### config.mk
export PLATFORM = sky130hd
export DESIGN_NAME = pid_controller_clamped_flat
export DESIGN_NICKNAME = d
export VERILOG_FILES = /design/src/rtl/core/pidc_pkg.sv /design/src/rtl/core/pidc_req_if.sv /design/src/rtl/core/pidc_rsp_if.sv /design/src/rtl/core/pidc_csr_if.sv /design/src/rtl/core/pidc_datapath.sv /design/src/rtl/core/pid_controller_clamped.sv /design/src/flat_wrapper.sv
export SDC_FILE = /design/constraint.sdc
export NUM_CORES = 1
export LEC_CHECK = 0
export BUFFER_PORTS_ARGS = -buffer_cell sky130_fd_sc_hd__buf_2
export CORE_UTILIZATION = 55
export DETAILED_ROUTE_END_ITERATION = 12
export PLACE_DENSITY = 0.79
export SLEW_MARGIN = 0
export SYNTH_ARGS = -nofsm -noshare
export SYNTH_HDL_FRONTEND = slang
export SYNTH_SLANG_ARGS = --single-unit
### constraint.sdc
create_clock -name clock -period 16.1 [get_ports clock]
set_input_delay 3.22 -clock clock [delete_from_list [all_inputs] [get_ports clock]]
set_output_delay 3.22 -clock clock [all_outputs]
set_load 0.02 [all_outputs]
### src/rtl/core/pidc_pkg.sv
`timescale 1ns / 1ps
// ----------------------------------------------------------------------------
// pidc_pkg
// Shared types and constants of the clamped PID controller.
// ----------------------------------------------------------------------------
package pidc_pkg;

   localparam int unsigned DATA_W  = 16;
   localparam int unsigned LIMIT_W = 15;
   localparam int unsigned CSR_IDX_W = 2;

   typedef enum logic {
      ACT_UPDATE = 1'b0,
      ACT_PEEK   = 1'b1
   } action_type;

   typedef enum logic [CSR_IDX_W-1:0] {
      CSR_KP    = 2'd0,
      CSR_KI    = 2'd1,
      CSR_KD    = 2'd2,
      CSR_LIMIT = 2'd3
   } csr_index_type;

   typedef struct packed {
      logic [DATA_W-1:0]  kp;
      logic [DATA_W-1:0]  ki;
      logic [DATA_W-1:0]  kd;
      logic [LIMIT_W-1:0] limit;
   } cfg_type;

   typedef struct packed {
      logic [DATA_W-1:0] error_sum;
      logic [DATA_W-1:0] last_pv;
   } state_type;

endpackage

### src/rtl/core/pidc_req_if.sv
`timescale 1ns / 1ps
// ----------------------------------------------------------------------------
// pidc_req_if
// Input channel: action, set point and measured value.
// ----------------------------------------------------------------------------
interface pidc_req_if;
   logic                              valid;
   logic                              ready;
   pidc_pkg::action_type              action;
   logic signed [pidc_pkg::DATA_W-1:0] set_point;
   logic signed [pidc_pkg::DATA_W-1:0] process_value;

   modport source (output valid, action, set_point, process_value, input ready);
   modport sink   (input valid, action, set_point, process_value, output ready);
endinterface

### src/rtl/core/pidc_rsp_if.sv
`timescale 1ns / 1ps
// ----------------------------------------------------------------------------
// pidc_rsp_if
// Result channel: controller drive.
// ----------------------------------------------------------------------------
interface pidc_rsp_if;
   logic                              valid;
   logic                              ready;
   logic signed [pidc_pkg::DATA_W-1:0] drive;

   modport source (output valid, drive, input ready);
   modport sink   (input valid, drive, output ready);
endinterface

### src/rtl/core/pidc_csr_if.sv
`timescale 1ns / 1ps
// ----------------------------------------------------------------------------
// pidc_csr_if
// Register write channel: index and data.
// ----------------------------------------------------------------------------
interface pidc_csr_if;
   logic                              valid;
   logic                              ready;
   pidc_pkg::csr_index_type           index;
   logic [pidc_pkg::DATA_W-1:0]       data;

   modport source (output valid, index, data, input ready);
   modport sink   (input valid, index, data, output ready);
endinterface

### src/rtl/core/pidc_datapath.sv
`timescale 1ns / 1ps
// ----------------------------------------------------------------------------
// pidc_datapath
// Error clamp, sum update and the three gain products for one sample.
// ----------------------------------------------------------------------------
module pidc_datapath (
   input  pidc_pkg::cfg_type                cfg,
   input  pidc_pkg::state_type              state,
   input  pidc_pkg::action_type             action,
   input  logic [pidc_pkg::DATA_W-1:0]      set_point,
   input  logic [pidc_pkg::DATA_W-1:0]      process_value,
   output logic [pidc_pkg::DATA_W-1:0]      drive,
   output logic [pidc_pkg::DATA_W-1:0]      error_sum_next
);
   import pidc_pkg::*;

   function automatic logic [DATA_W-1:0] clamp_to_limit(
      input logic signed [DATA_W:0]  v,
      input logic [LIMIT_W-1:0]      lim
   );
      logic signed [DATA_W:0] hi;
      logic signed [DATA_W:0] lo;
      logic signed [DATA_W:0] r;
      hi = signed'({2'b00, lim});
      lo = -hi;
      if (v > hi) begin
         r = hi;
      end else if (v < lo) begin
         r = lo;
      end else begin
         r = v;
      end
      return r[DATA_W-1:0];
   endfunction

   logic [DATA_W-1:0]      err_wrap;
   logic [DATA_W-1:0]      err_clamped;
   logic signed [DATA_W:0] sum_wide;
   logic [DATA_W-1:0]      sum_clamped;
   logic [DATA_W-1:0]      sum_used;
   logic [DATA_W-1:0]      pv_delta;
   logic [2*DATA_W-1:0]    p_full;
   logic [2*DATA_W-1:0]    i_full;
   logic [2*DATA_W-1:0]    d_full;

   assign err_wrap    = set_point - process_value;
   assign err_clamped = clamp_to_limit(signed'({err_wrap[DATA_W-1], err_wrap}), cfg.limit);

   assign sum_wide    = signed'({state.error_sum[DATA_W-1], state.error_sum})
                      + signed'({err_clamped[DATA_W-1], err_clamped});
   assign sum_clamped = clamp_to_limit(sum_wide, cfg.limit);
   assign sum_used    = (action == ACT_UPDATE) ? sum_clamped : state.error_sum;

   assign pv_delta = process_value - state.last_pv;

   assign p_full = cfg.kp * err_clamped;
   assign i_full = cfg.ki * sum_used;
   assign d_full = cfg.kd * pv_delta;

   assign drive          = p_full[DATA_W-1:0] + i_full[DATA_W-1:0] + d_full[DATA_W-1:0];
   assign error_sum_next = sum_used;

endmodule

### src/rtl/core/pid_controller_clamped.sv
`timescale 1ns / 1ps
// ----------------------------------------------------------------------------
// pid_controller_clamped
// PID controller with clamped error and clamped integral, one sample a clock unless the result is stalled.
// ----------------------------------------------------------------------------
// Every accepted sample gives exactly one drive value. A sample is taken into
// an input register; the whole controller step (error clamp, sum update, three
// 16x16 products, final add) runs combinationally between that register and the
// result register, so a new sample can be taken every clock while the result
// channel is not stalled. For update actions, integral and last-measurement
// state is written in the same cycle as the result, so back-to-back samples see
// it at once. Registers should be written only while the block is idle; the
// block itself does not enforce this. The write channel is always ready.
// ----------------------------------------------------------------------------
module pid_controller_clamped (
   input logic        clock,
   input logic        reset,
   pidc_req_if.sink   req_chan,
   pidc_rsp_if.source rsp_chan,
   pidc_csr_if.sink   csr_chan
);
   import pidc_pkg::*;

   cfg_type           cfg_ff, cfg_in;
   state_type         state_ff, state_in;
   logic              in_valid_ff, in_valid_in;
   action_type        in_action_ff;
   logic [DATA_W-1:0] in_sp_ff;
   logic [DATA_W-1:0] in_pv_ff;
   logic              out_valid_ff, out_valid_in;
   logic [DATA_W-1:0] out_drive_ff;

   logic              advance;
   logic              req_take;
   logic              fire;
   logic [DATA_W-1:0] drive_calc;
   logic [DATA_W-1:0] sum_next;

   assign advance  = !out_valid_ff || rsp_chan.ready;
   assign req_take = req_chan.valid && req_chan.ready;
   assign fire     = in_valid_ff && advance;

   assign req_chan.ready = !in_valid_ff || advance;
   assign rsp_chan.valid = out_valid_ff;
   assign rsp_chan.drive = out_drive_ff;
   assign csr_chan.ready = 1'b1;

   // register writes
   always_comb begin
      cfg_in = cfg_ff;
      if (csr_chan.valid) begin
         unique case (csr_chan.index)
            CSR_KP:    cfg_in.kp    = csr_chan.data;
            CSR_KI:    cfg_in.ki    = csr_chan.data;
            CSR_KD:    cfg_in.kd    = csr_chan.data;
            CSR_LIMIT: cfg_in.limit = csr_chan.data[LIMIT_W-1:0];
            default:   cfg_in       = cfg_ff;
         endcase
      end
   end

   pidc_datapath u_datapath (
      .cfg            (cfg_ff),
      .state          (state_ff),
      .action         (in_action_ff),
      .set_point      (in_sp_ff),
      .process_value  (in_pv_ff),
      .drive          (drive_calc),
      .error_sum_next (sum_next)
   );

   always_comb begin
      state_in = state_ff;
      if (fire && in_action_ff == ACT_UPDATE) begin
         state_in.error_sum = sum_next;
         state_in.last_pv   = in_pv_ff;
      end
   end

   assign in_valid_in  = req_chan.ready ? req_chan.valid : in_valid_ff;
   assign out_valid_in = advance ? in_valid_ff : out_valid_ff;

   always_ff @(posedge clock) begin
      if (reset) begin
         cfg_ff       <= '0;
         state_ff     <= '0;
         in_valid_ff  <= 1'b0;
         out_valid_ff <= 1'b0;
      end else begin
         cfg_ff       <= cfg_in;
         state_ff     <= state_in;
         in_valid_ff  <= in_valid_in;
         out_valid_ff <= out_valid_in;
      end
   end

   always_ff @(posedge clock) begin
      if (req_take) begin
         in_action_ff <= req_chan.action;
         in_sp_ff     <= req_chan.set_point;
         in_pv_ff     <= req_chan.process_value;
      end
      if (fire) begin
         out_drive_ff <= drive_calc;
      end
   end

endmodule
### src/flat_wrapper.sv
// flat-port wrapper written by rule: the top's interface ports become plain ports
module pid_controller_clamped_flat import pidc_pkg::*;
  (clock, reset, req_chan_valid, req_chan_action, req_chan_set_point, req_chan_process_value, req_chan_ready, rsp_chan_valid, rsp_chan_drive, rsp_chan_ready, csr_chan_valid, csr_chan_index, csr_chan_data, csr_chan_ready);
  pidc_req_if req_chan_i ();
  pidc_rsp_if rsp_chan_i ();
  pidc_csr_if csr_chan_i ();
  input logic clock;
  input logic reset;
  input wire logic [$bits(req_chan_i.valid)-1:0] req_chan_valid;
  input wire logic [$bits(req_chan_i.action)-1:0] req_chan_action;
  input wire logic [$bits(req_chan_i.set_point)-1:0] req_chan_set_point;
  input wire logic [$bits(req_chan_i.process_value)-1:0] req_chan_process_value;
  output wire logic [$bits(req_chan_i.ready)-1:0] req_chan_ready;
  output wire logic [$bits(rsp_chan_i.valid)-1:0] rsp_chan_valid;
  output wire logic [$bits(rsp_chan_i.drive)-1:0] rsp_chan_drive;
  input wire logic [$bits(rsp_chan_i.ready)-1:0] rsp_chan_ready;
  input wire logic [$bits(csr_chan_i.valid)-1:0] csr_chan_valid;
  input wire logic [$bits(csr_chan_i.index)-1:0] csr_chan_index;
  input wire logic [$bits(csr_chan_i.data)-1:0] csr_chan_data;
  output wire logic [$bits(csr_chan_i.ready)-1:0] csr_chan_ready;
  assign req_chan_i.valid = req_chan_valid;
  assign req_chan_i.action = req_chan_action;
  assign req_chan_i.set_point = req_chan_set_point;
  assign req_chan_i.process_value = req_chan_process_value;
  assign req_chan_ready = req_chan_i.ready;
  assign rsp_chan_valid = rsp_chan_i.valid;
  assign rsp_chan_drive = rsp_chan_i.drive;
  assign rsp_chan_i.ready = rsp_chan_ready;
  assign csr_chan_i.valid = csr_chan_valid;
  assign csr_chan_i.index = csr_chan_index;
  assign csr_chan_i.data = csr_chan_data;
  assign csr_chan_ready = csr_chan_i.ready;
  pid_controller_clamped u_core (.clock(clock), .reset(reset), .req_chan(req_chan_i), .rsp_chan(rsp_chan_i), .csr_chan(csr_chan_i));
endmodule
==> results.toml <==
[yosys]
syn_nets = 3207
synth_ff_type = "dfxtp_1"
yosysSeqAreaShare_pct = 15.2
ys_types = 86
yosys_warnings = 0
syn_area_mm2 = 0.0224
synth_edf_count = 49
synth_area_per_cell_um2 = 8.57
ys_ff_latch = 146
synth_cells = 2615
async_flop_share_pct = 0

[cells_and_area]
multi_input_area_mm2 = 0.0172
area_growth_pct = 12.2
fill_cells = 3384
regArea_mm2 = 0.00341
final_cell_mix = "inv_1, nand2_1, fa_1, ha_1, and2_1"
layout_commonest_cell = "inv_1"
fin_nets = 3358
instances_no_fill = 3305
drive_gt1_share_pct = 12.7

[sta]
worstMarginPinSlew_ns = 1.31
clock_skew_ns = 0.0133
final-hold-violation-count = 0
layout_min_cycle_time_ns = 15.56
fin_crit_sh_pct = 96.6
drv_slew = 0
clock.fmax_ghz = 0.0643
relSlewSlack_pct = 12.4
setup_ws_ns = 0.540
setup_viol = 0

[global_routing]
grt_pass1_vias = 20000
antenna_found_initial = 4
use_met1_pct = 43.6
met3_usage_pct = 4.77
grt_usage_pct = 34.9
grt_use_met2_pct = 57.9
grt_start_max_net_pins = 98
busiest_layer = "met2"
grt_pass1_wl_mm = 110
overflow = 0

[min_path]
hold_path_class = "flop to flop"
hp-start = "u_core.state_ff[11]"
whs_endpoint = "u_core.state_ff[11]"
hold_path_depth = 2

[power]
internal_power_mw = 1.88
vdd_drop_max_v = 0.000123
leakagePower_nw = 11.7
combPwrFrac_pct = 76.1
p_switching_mw = 1.81
p_clk_share_pct = 11.1
swShare_pct = 49.0
powerDensity_mw_per_mm2 = 147
p_seq_share_pct = 12.8

[job]
maxCapViolations = 0

[worst_setup_path]
crit_path_start_kind = "flop"
critical_path_arrival_ns = 15.75
crit_family = "adder cells"
r2r_start = "u_core.in_sp_ff[0]"
regToRegSetupSlack_ns = 0.54
crit_fanout = 5
worstPathRequired_ns = 16.29
slowest_delay_ns = 0.53
worstPathBufferInverterCount = 17
crit_slowest_cell = "fa_1"
regToRegEndpoint = "u_core.rsp_chan.drive[15]"
critPathCaptureType = "flop"
reg2reg_depth = 71
worstSetupPathType = "flop to flop"

[route]
avgViaCountPerCell = 5.73
drc = 0
first_iter_violations = 1671
drt_first_pass_iters = 6
final_antenna_net_count = 0
avgRoutedWirePerCell_um = 21.0
vias = 19000
totalWireLength_mm = 69.5

[placement]
place_ws_ns = -0.296
port_buffers = 73
placedCellCount = 3258
hpwl_mm = 57.3
gp_congestion = 1.04

[clocking]
cts_buffers = 17
cts_tree = "yes"
path_clk_slew_ns = 0.07
clk_latency_ns = 0.45
cts_sinks = 146
root_buffer = "clkbuf_16"
h-tree-depth = 4
clk_path_buf_depth = 2

[floorplan]
core_area_mm2 = 0.0399
start_util_pct = 56.1
io_pins = 75
die-area_mm2 = 0.0415
num_rows = 73
die_w_um = 204
die_height_um = 204

[outcome]
status = "complete, no violations"
==> power by group through the flow <==
stage	Clock (mW)	Combinational, mW	Sequential (mW)
3_5_place_dp	0	2.57	0.479
4_1_cts	0.415	2.63	0.471
6_report	0.409	2.81	0.473
2_1_floorplan	0	1.56	0.478
3_3_place_gp	0	2.52	0.479
5_1_grt	0.429	3.03	0.474
==> tightest hold or removal path, delay by kind of cell, from the launching register on <==
kind | cells | cell delay (ns)
simple gates | 1 | 0.05
flops | 1 | 0.31
compound gates | 1 | 0.05
==> worst max-delay path by stage <==
| stage | start | to | slack (ns) | cells past startpoint |
|---|---|---|---|---|
| 3_3_place_gp | u_core.in_sp_ff[0] | u_core.rsp_chan.drive[15] | -0.06 | 66 |
| 5_1_grt | u_core.in_sp_ff[0] | u_core.rsp_chan.drive[15] | -0.04 | 73 |
| 3_5_place_dp | u_core.in_sp_ff[0] | u_core.rsp_chan.drive[15] | -0.30 | 68 |
| 4_1_cts | u_core.in_sp_ff[0] | u_core.rsp_chan.drive[15] | 0.002 | 67 |
| 6_report | u_core.in_sp_ff[0] | u_core.rsp_chan.drive[15] | 0.54 | 71 |
| 2_1_floorplan | u_core.in_sp_ff[0] | u_core.rsp_chan.drive[15] | 0.0002 | 67 |
==> synth_stat cells, types with 5 or more instances <==
master	count	share of area [%]
a211oi_1	14	0.47
a21boi_0	5	0.17
a21o_1	18	0.60
a21oi_1	174	3.9
a31oi_1	8	0.22
and2_1	164	4.6
and3_1	6	0.17
buf_1	5	0.084
buf_2	5	0.11
clkbuf_1	86	1.4
dfxtp_1	97	8.7
edfxtp_1	49	6.6
fa_1	291	26
ha_1	245	14
inv_1	455	7.6
mux2i_1	7	0.31
nand2_1	428	7.2
nand2b_1	13	0.36
nand3_1	20	0.45
nand4_1	10	0.28
nor2_1	96	1.6
nor2b_1	59	1.6
nor3_1	22	0.49
o2111ai_1	5	0.20
o211ai_1	9	0.30
o21a_1	15	0.50
o21ai_0	50	1.1
o21ai_1	6	0.13
o21bai_1	6	0.20
o31ai_1	5	0.17
or3_1	5	0.14
xnor2_1	87	3.4
xnor3_1	15	1.5
xor2_1	27	1.1
==> flip-flops by register name, summed over array words and instances, names as in the netlist <==
register,flops
u_core.cfg_ff,63
u_core.in_action_ff,1
u_core.in_pv_ff,16
u_core.in_sp_ff,16
u_core.in_valid_ff,1
u_core.rsp_chan.drive,16
u_core.rsp_chan.valid,1
u_core.state_ff,32
==> area by class of cell <==
class	count	share of cell area, %
clock inverters	13	0.508
multi-input cells	1910	68.3
repair buffers	234	6.34
inverters	457	6.82
well taps	525	2.61
clock buffers	19	1.85
flip-flops and latches	146	13.6
diodes	1	0.00995
==> metal layers <==
layer / wire length (um) / part of all wire, % / vias to the layer above
met3: 5120 / 7.4 / 224
met1: 27000 / 39 / 9244
li1: - / - / 8588
met4: 4770 / 6.9 / 4
met2: 32600 / 47 / 894
met5: 22 / 0.032 / -
==> through the flow <==
| stage | cell area (um2) | setup TNS, ns | hold WS, ns | power, mW | util, % |
|---|---|---|---|---|---|
| global route | 25100 | -0.0371 | 0.485 | 3.93 | 63.0 |
| floorplan | 22400 | 0 | 0.432 | 2.04 | - |
| detailed placement | 24200 | -0.296 | 0.446 | 3.05 | 60.5 |
| finish | 25100 | 0 | 0.457 | 3.69 | 63.0 |
| global placement | 24200 | -0.0571 | 0.442 | 3.00 | 60.5 |
| CTS | 24800 | 0 | 0.457 | 3.52 | 62.2 |
==> cells by family after synthesis <==
family	after synthesis	share of synthesized area, %
simple gates	850	17.9
other cells	1	0.0167
compound gates	377	10.6
buf+inv	560	9.59
fa+ha+maj	536	39.7
xor+xnor	134	6.43
mux	11	0.514
flops	146	15.2
==> timing repair <==
item,CTS,global route
setup endpoints to repair,1,1
pin swaps,2,27
gates cloned,0,1
hold buffers,0,0
resized for setup,13,52
buffers inserted,3,10
(Power assumes the default switching activity.)
